--- config.mk ---
export PLATFORM = sky130hd
export DESIGN_NAME = qdft_isqrt
export DESIGN_NICKNAME = d
export VERILOG_FILES = /design/src/hw/rtl/qdft_isqrt.sv
export SDC_FILE = /design/constraint.sdc
export NUM_CORES = 2
export LEC_CHECK = 0
export BUFFER_PORTS_ARGS = -buffer_cell sky130_fd_sc_hd__buf_2
export CAP_MARGIN = 10
export CORE_MARGIN = 5
export CORE_UTILIZATION = 59
export CTS_CLUSTER_DIAMETER = 30
export DETAILED_ROUTE_END_ITERATION = 6
export PLACE_DENSITY_LB_ADDON = 0.1
export SYNTH_ARGS = -nofsm -noshare
export SYNTH_HDL_FRONTEND = slang
export SYNTH_SLANG_ARGS = --single-unit
--- constraint.sdc ---
create_clock -name clk -period 9.6 [get_ports clk]
set_clock_uncertainty 0.15 [all_clocks]
set_input_delay 2.88 -clock clk [delete_from_list [all_inputs] [get_ports clk]]
set_output_delay 2.88 -clock clk [all_outputs]
set_load 0.01 [all_outputs]
--- src/hw/rtl/qdft_isqrt.sv ---
`default_nettype none

module qdft_isqrt #(
  parameter int IW   = 33,
  parameter int RB   = 25,
  parameter int SPS  = 3,
  parameter int FRAC = 16
) (
  input  logic          clk,
  input  logic          en,
  input  logic [IW-1:0] v,
  output logic [RB-1:0] root
);

  localparam int NS = (RB + SPS - 1) / SPS;
  localparam int TS = NS * SPS;
  localparam int XW = 2 * TS;
  localparam int RW = RB + 2;

  typedef struct packed {
    logic [RB-1:0] root;
    logic [RW-1:0] rem;
    logic [XW-1:0] xs;
  } sq_t;

  // Resolve SPS root bits, one bit pair of the radicand each
  function automatic sq_t sq_stage(input sq_t s);
    sq_t           r;
    logic [RW+1:0] rem_t;
    logic [RW+1:0] trial;
    r = s;
    for (int k = 0; k < SPS; k++) begin
      rem_t = {r.rem, r.xs[XW-1 -: 2]};
      trial = (RW+2)'({r.root, 2'b01});
      if (rem_t >= trial) begin
        r.rem  = RW'(rem_t - trial);
        r.root = {r.root[RB-2:0], 1'b1};
      end else begin
        r.rem  = RW'(rem_t);
        r.root = {r.root[RB-2:0], 1'b0};
      end
      r.xs = r.xs << 2;
    end
    return r;
  endfunction

  sq_t st_q [NS];

  for (genvar s = 0; s < NS; s++) begin : g_stg
    sq_t st_i;
    if (s == 0) begin : g_head
      assign st_i = '{root: '0, rem: '0, xs: XW'(v) << FRAC};
    end else begin : g_tail
      assign st_i = st_q[s-1];
    end

    // Advance one stage of the root
    always_ff @(posedge clk) begin
      if (en) begin
        st_q[s] <= sq_stage(st_i);
      end
    end
  end

  assign root = st_q[NS-1].root;

endmodule

`default_nettype wire

; After elaboration in Yosys (flattened, before gate mapping)
; Memory sizes are Yosys's and may differ from the RTL's.
; Index checks and enable logic that the tools add are counted.
[word_totals]
regBits = 0
mem_bits_rw = 900
in_bits = 35
out_inout_bits = 25
elab_cells = 108
mem_count = 1
[op_classes]
add_sub_neg = 26
n_lt_le_gt_ge = 26
mux = 55
[mem_list]
columns = memory, depth, word_bits, rd, rd_clocked_by_memory_dff, wr, line
row1 = st_q, 9, 100, 9, 0, 9, 47  ; sq_t st_q [NS];
[op_table]
columns = op, n
row1 = 52-bit 2-to-1 mux, 27
row2 = 29-bit by 27-bit >= comparator with 1-bit output, 26
row3 = 28-bit 2-to-1 mux, 26
row4 = 27-bit subtractor, 26
row5 = 1-bit 2-to-1 mux, 2

; Depth between registers and ports, before layout
; An unclocked memory read counts as a cell.
[logic_depth]
word_depth = 10
depth_mapped = 48
mapped_depth_nobuf = 45

; Least setup slack after synthesis
; Ideal clock, no wire load.
[synth_path]
path_type = register to register
startpoint = mem st_q[0][587] (netlist bit)
endpoint = mem st_q[0][661] (netlist bit), data pin
setup_time_ns = 0.260
t_arrival_ns = 9.168
required_time_ns = 9.190
slack_ns = 0.022
path_stages_with_launch = 43
n_path_buf = 6
synth_period_minus_slack_ns = 9.578
path_cell_list = edfxtp_1 > inv_1 > ha_1 > a21o_1 > a21o_1 > a21oi_1 > or4b_2 > a31oi_1 > nor3b_1 > or2_2 > clkbuf_1 > clkbuf_1 > clkbuf_1 > a21oi_1 > ha_1 > a21o_1 > a21oi_1 > o21ai_0 > (+7 left out) > clkbuf_1 > inv_1 > ha_1 > fa_1 > a21o_1 > a21oi_1 > nor2b_1 > o21a_1 > o21a_1 > o21a_1 > o31ai_1 > a21oi_1 > nand2b_1 > a31oi_1 > o31ai_1 > nand2_1 > buf_2 > mux2_2
[synth_lines]
columns = element, line
row1 = start: declaration, 47

==> summary.md <==
| Metric | Value |
|---|---|
| Number of synthesized flops with an enable pin | 407 |
| Crit path max fanout | 16 |
| Clock sink total | just over 400 |
| TritonCTS buffer count | 97 |
| Vias per cell | 6.13 |
| Final WL | around 100,000 um |
| Largest net degree at the start of global routing | approximately 150 |
| Critical R2R Launch | st_q[0][383] |
| # nets final | roughly 4,800 |
| Placer congestion estimate | 0.938 |
| CTS tree | yes |
| # DRC | 4 |
| Die X | ~260 um |
| Startpoint class of the critical path | flop |
| Setup tns final | 0 ns |
| Final Util | 0.671 |
| Initial Util | 0.592 |
| Vias in the first global route | 30,500 |
| Top cell family by delay on the critical path | simple AND/OR/NAND/NOR gates |
| Mapped Cells | 4,319 |
| Fmax | 0.109 GHz |
| Buf/Inv on CP | 2 |
| Yosys top cell area share | 0.322 |
| Core area | 64,100 um2 |
| Quantity of I/O buffers inserted on ports | 59 |
| Antenna violations before repair | 0 |
| WL per Instance | around 19 um |
| All-Layer GR Usage | 0.275 |
| CTS Root Cell | clkbuf_16 |
| Least-Margin Pin Slew | roughly 1.0 ns |
| Dominant cells by area after synthesis | edfxtp_1, ha_1, xnor2_1, a21oi_1, nor2_1 |
| Top reg by flops | st_q |
| Max-slew headroom | 0.328 |
| Clock Path Buffers | 3 |
| Layout area overhead | 13.4% |
| Final ANT Viol Nets | 0 |
| Most used DFF post-synth | edfxtp_1 |
| Yosys warning total | 0 |
| Skew-Pair Late Insertion Delay | 0.65 ns |
| Status | finished, violations left |
| Slowest cell on crit path | or4b_4 |
| DR iter-0 viols | ~2,700 |
| Hold Crit Start | st_q[0][30] |
| Hold Path Class | reg2reg |
| Syn_area_per_cell | 8.78 um2 |
| Setup crit start | st_q[0][383] |
| Cell Area, Synth | between 30,000 and 40,000 um2 |
| Synthesis-stage register bit count | 407 |
| Fin. Hold Viols | 0 |
| Final min period | 9.18 ns |
| Post-Syn Nets | 4,692 |
| Worst Setup End Kind | flop |
| GRT overflow | 0 |
| R2r setup slk | 0.42 ns |
| Peak supply drop | 0.000185 V |
| Area leader, netlist | edfxtp_1 |
| Number of diodes | 0 |
| CP dominant cell by count | ha_1 |
| Data required time of the worst path | between 9 and 10 ns |
| Final Power | between 0.01 and 0.015 W |
| Crit path depth | 30 |
| Hold EP | st_q[0][136] |
| Drt pass-1 iters | 7 |
| Worst EP arrival | around 9.5 ns |
| Reg clk slew, reported paths | 0.05 ns |
| Die area | 69,500 um2 |
| I/O Pins | 60 |
| Max stage delay on crit path | 0.71 ns |
| Final period util | 0.956 |
| CP Class | reg2reg |
| R2R cell count | 30 |
| Slew Viols, Final | 0 |
| DR vias | between 30,000 and 40,000 |
| Biggest regs | st_q: 407 flops |
| RR Endpoint | st_q[0][466] |
| Post-synth cell types | 108 |
| # H-tree levels | 3 |
| Max reg flops | 407 |
| Hold path depth | 0 |
| Sequential element share of the synthesized area | 0.322 |
| Final setup violation count | 0 |
| Row cnt | 93 |
| Maxcap violations | 0 |
| Synth async-reset ratio | 0 |
| Hpwl dp | 77,000 um |
| Static leakage | ~18 nW |
| Violated checks | design-rule violations |
| Die Y-Extent | ~260 um |
| First-pass GRT wire length | around 160,000 um |
| Proportion of layout cells with a drive suffix above 1 | 0.111 |
| Pwr Density | around 310 nW/um2 |
-- where the power goes --
group / total [W] / leakage [nW] / internal, W / switching, W
registers: 0.00285 / 3.82 / 0.00251 / 0.000344
clock network: 0.00344 / 1.66 / 0.00228 / 0.00116
logic: 0.00697 / 12.1 / 0.00296 / 0.00401
total: 0.0133 / 17.5 / 0.00775 / 0.00551
-- what timing repair did --
item | 4_1_cts | 5_1_grt
pin swaps | 0 | 6
buffers inserted | 0 | 3
gates cloned | 0 | 1
hold buffers | 0 | 0
endpoints found under the setup margin | 4 | 79
gates resized for setup | 1 | 39
-- worst max path at each step --
stage / endpoint / slack (ns)
2_1_floorplan: st_q[0][661] / 0.02
3_3_place_gp: st_q[0][670] / 0.13
4_1_cts: st_q[0][670] / 0.02
5_1_grt: st_q[0][875] / -0.06
3_5_place_dp: st_q[0][670] / 0.04
6_report: st_q[0][466] / 0.42
-- stage by stage --
step	std cells	setup slack (ns)	hold WS [ns]	area [um2]
5_1_grt	5368	-0.0575	0.270	43000
3_3_place_gp	5181	0.132	0.251	39300
3_5_place_dp	5181	0.0391	0.255	39300
6_report	5368	0.421	0.258	43000
4_1_cts	5364	0.0247	0.262	42800
2_1_floorplan	4319	0.0222	0.250	37900
-- cell type report --
class                      count  area [um2]
multi-input combinational   3531       24400
fill                        5288       21100
sequential                   407       12200
clock buffer                 100        2460
tap                          855        1070
clock inverter                83        1010
inverter                     256         970
timing repair buffer         136         921
-- synth_stat cells (all sizes together), types with 36 or more instances --
cell    count
nor2      384
edfxtp    407
a211oi     36
o31ai      36
a31oi      55
buf        46
nand4      65
o21a       50
nand2b     50
ha        333
a21o      113
nor4       58
and3       55
xor2      135
a21oi     350
o21bai     36
xnor2     270
nand2     369
inv       251
nor3      134
o21ai     228
clkbuf     80
nand3     119
or3        46
nor2b      59
mux2       82
-- worst reg2reg max path, delay by kind of cell (launching register included) --
family,cells,cell delay (ns)
AOI/OAI and AO/OA,12,3.00
xor gates and xnor gates,1,0.27
adders and majority gates,3,1.10
buffers and inverters,2,0.37
DFF,1,0.42
muxes,1,0.31
and+or+nand+nor,11,3.39
-- cell families (layout without fill, tap and decap cells) --
group           count (synthesis)  after routing  synth area share
xor+xnor                      405            405            0.0935
compound gates               1138           1138             0.195
mux                           106            106            0.0307
fa+ha+maj                     338            338             0.112
buf+inv                       382            575            0.0403
other cells                     1              1         0.0000989
flops                         407            407             0.322
simple gates                 1542           1543             0.206
-- per-layer routing --
layer  global-route usage  routed length [um]  part of all wire  vias up
met5                    0                   0                 0        -
met4               0.0745                2190             0.022        0
met3               0.0397                6120             0.061      157
met2                0.447               46700              0.46     1026
met1                0.387               45600              0.45    15400
li1                     -                   -                 -    16300
-- placed cells by master, fill, tap and decap left out, drive strengths merged, types with 58 or more instances in the layout --
cell type  instances
nor2b             59
edfxtp           407
nor3             134
nor2             384
nand4             65
a21oi            350
a21o             113
clkbuf           100
inv              276
ha               333
nor4              58
o21ai            228
xor2             135
buf              136
mux2              82
nand2            369
xnor2            270
nand3            119
No activity file was read; power rests on OpenSTA's default activity.
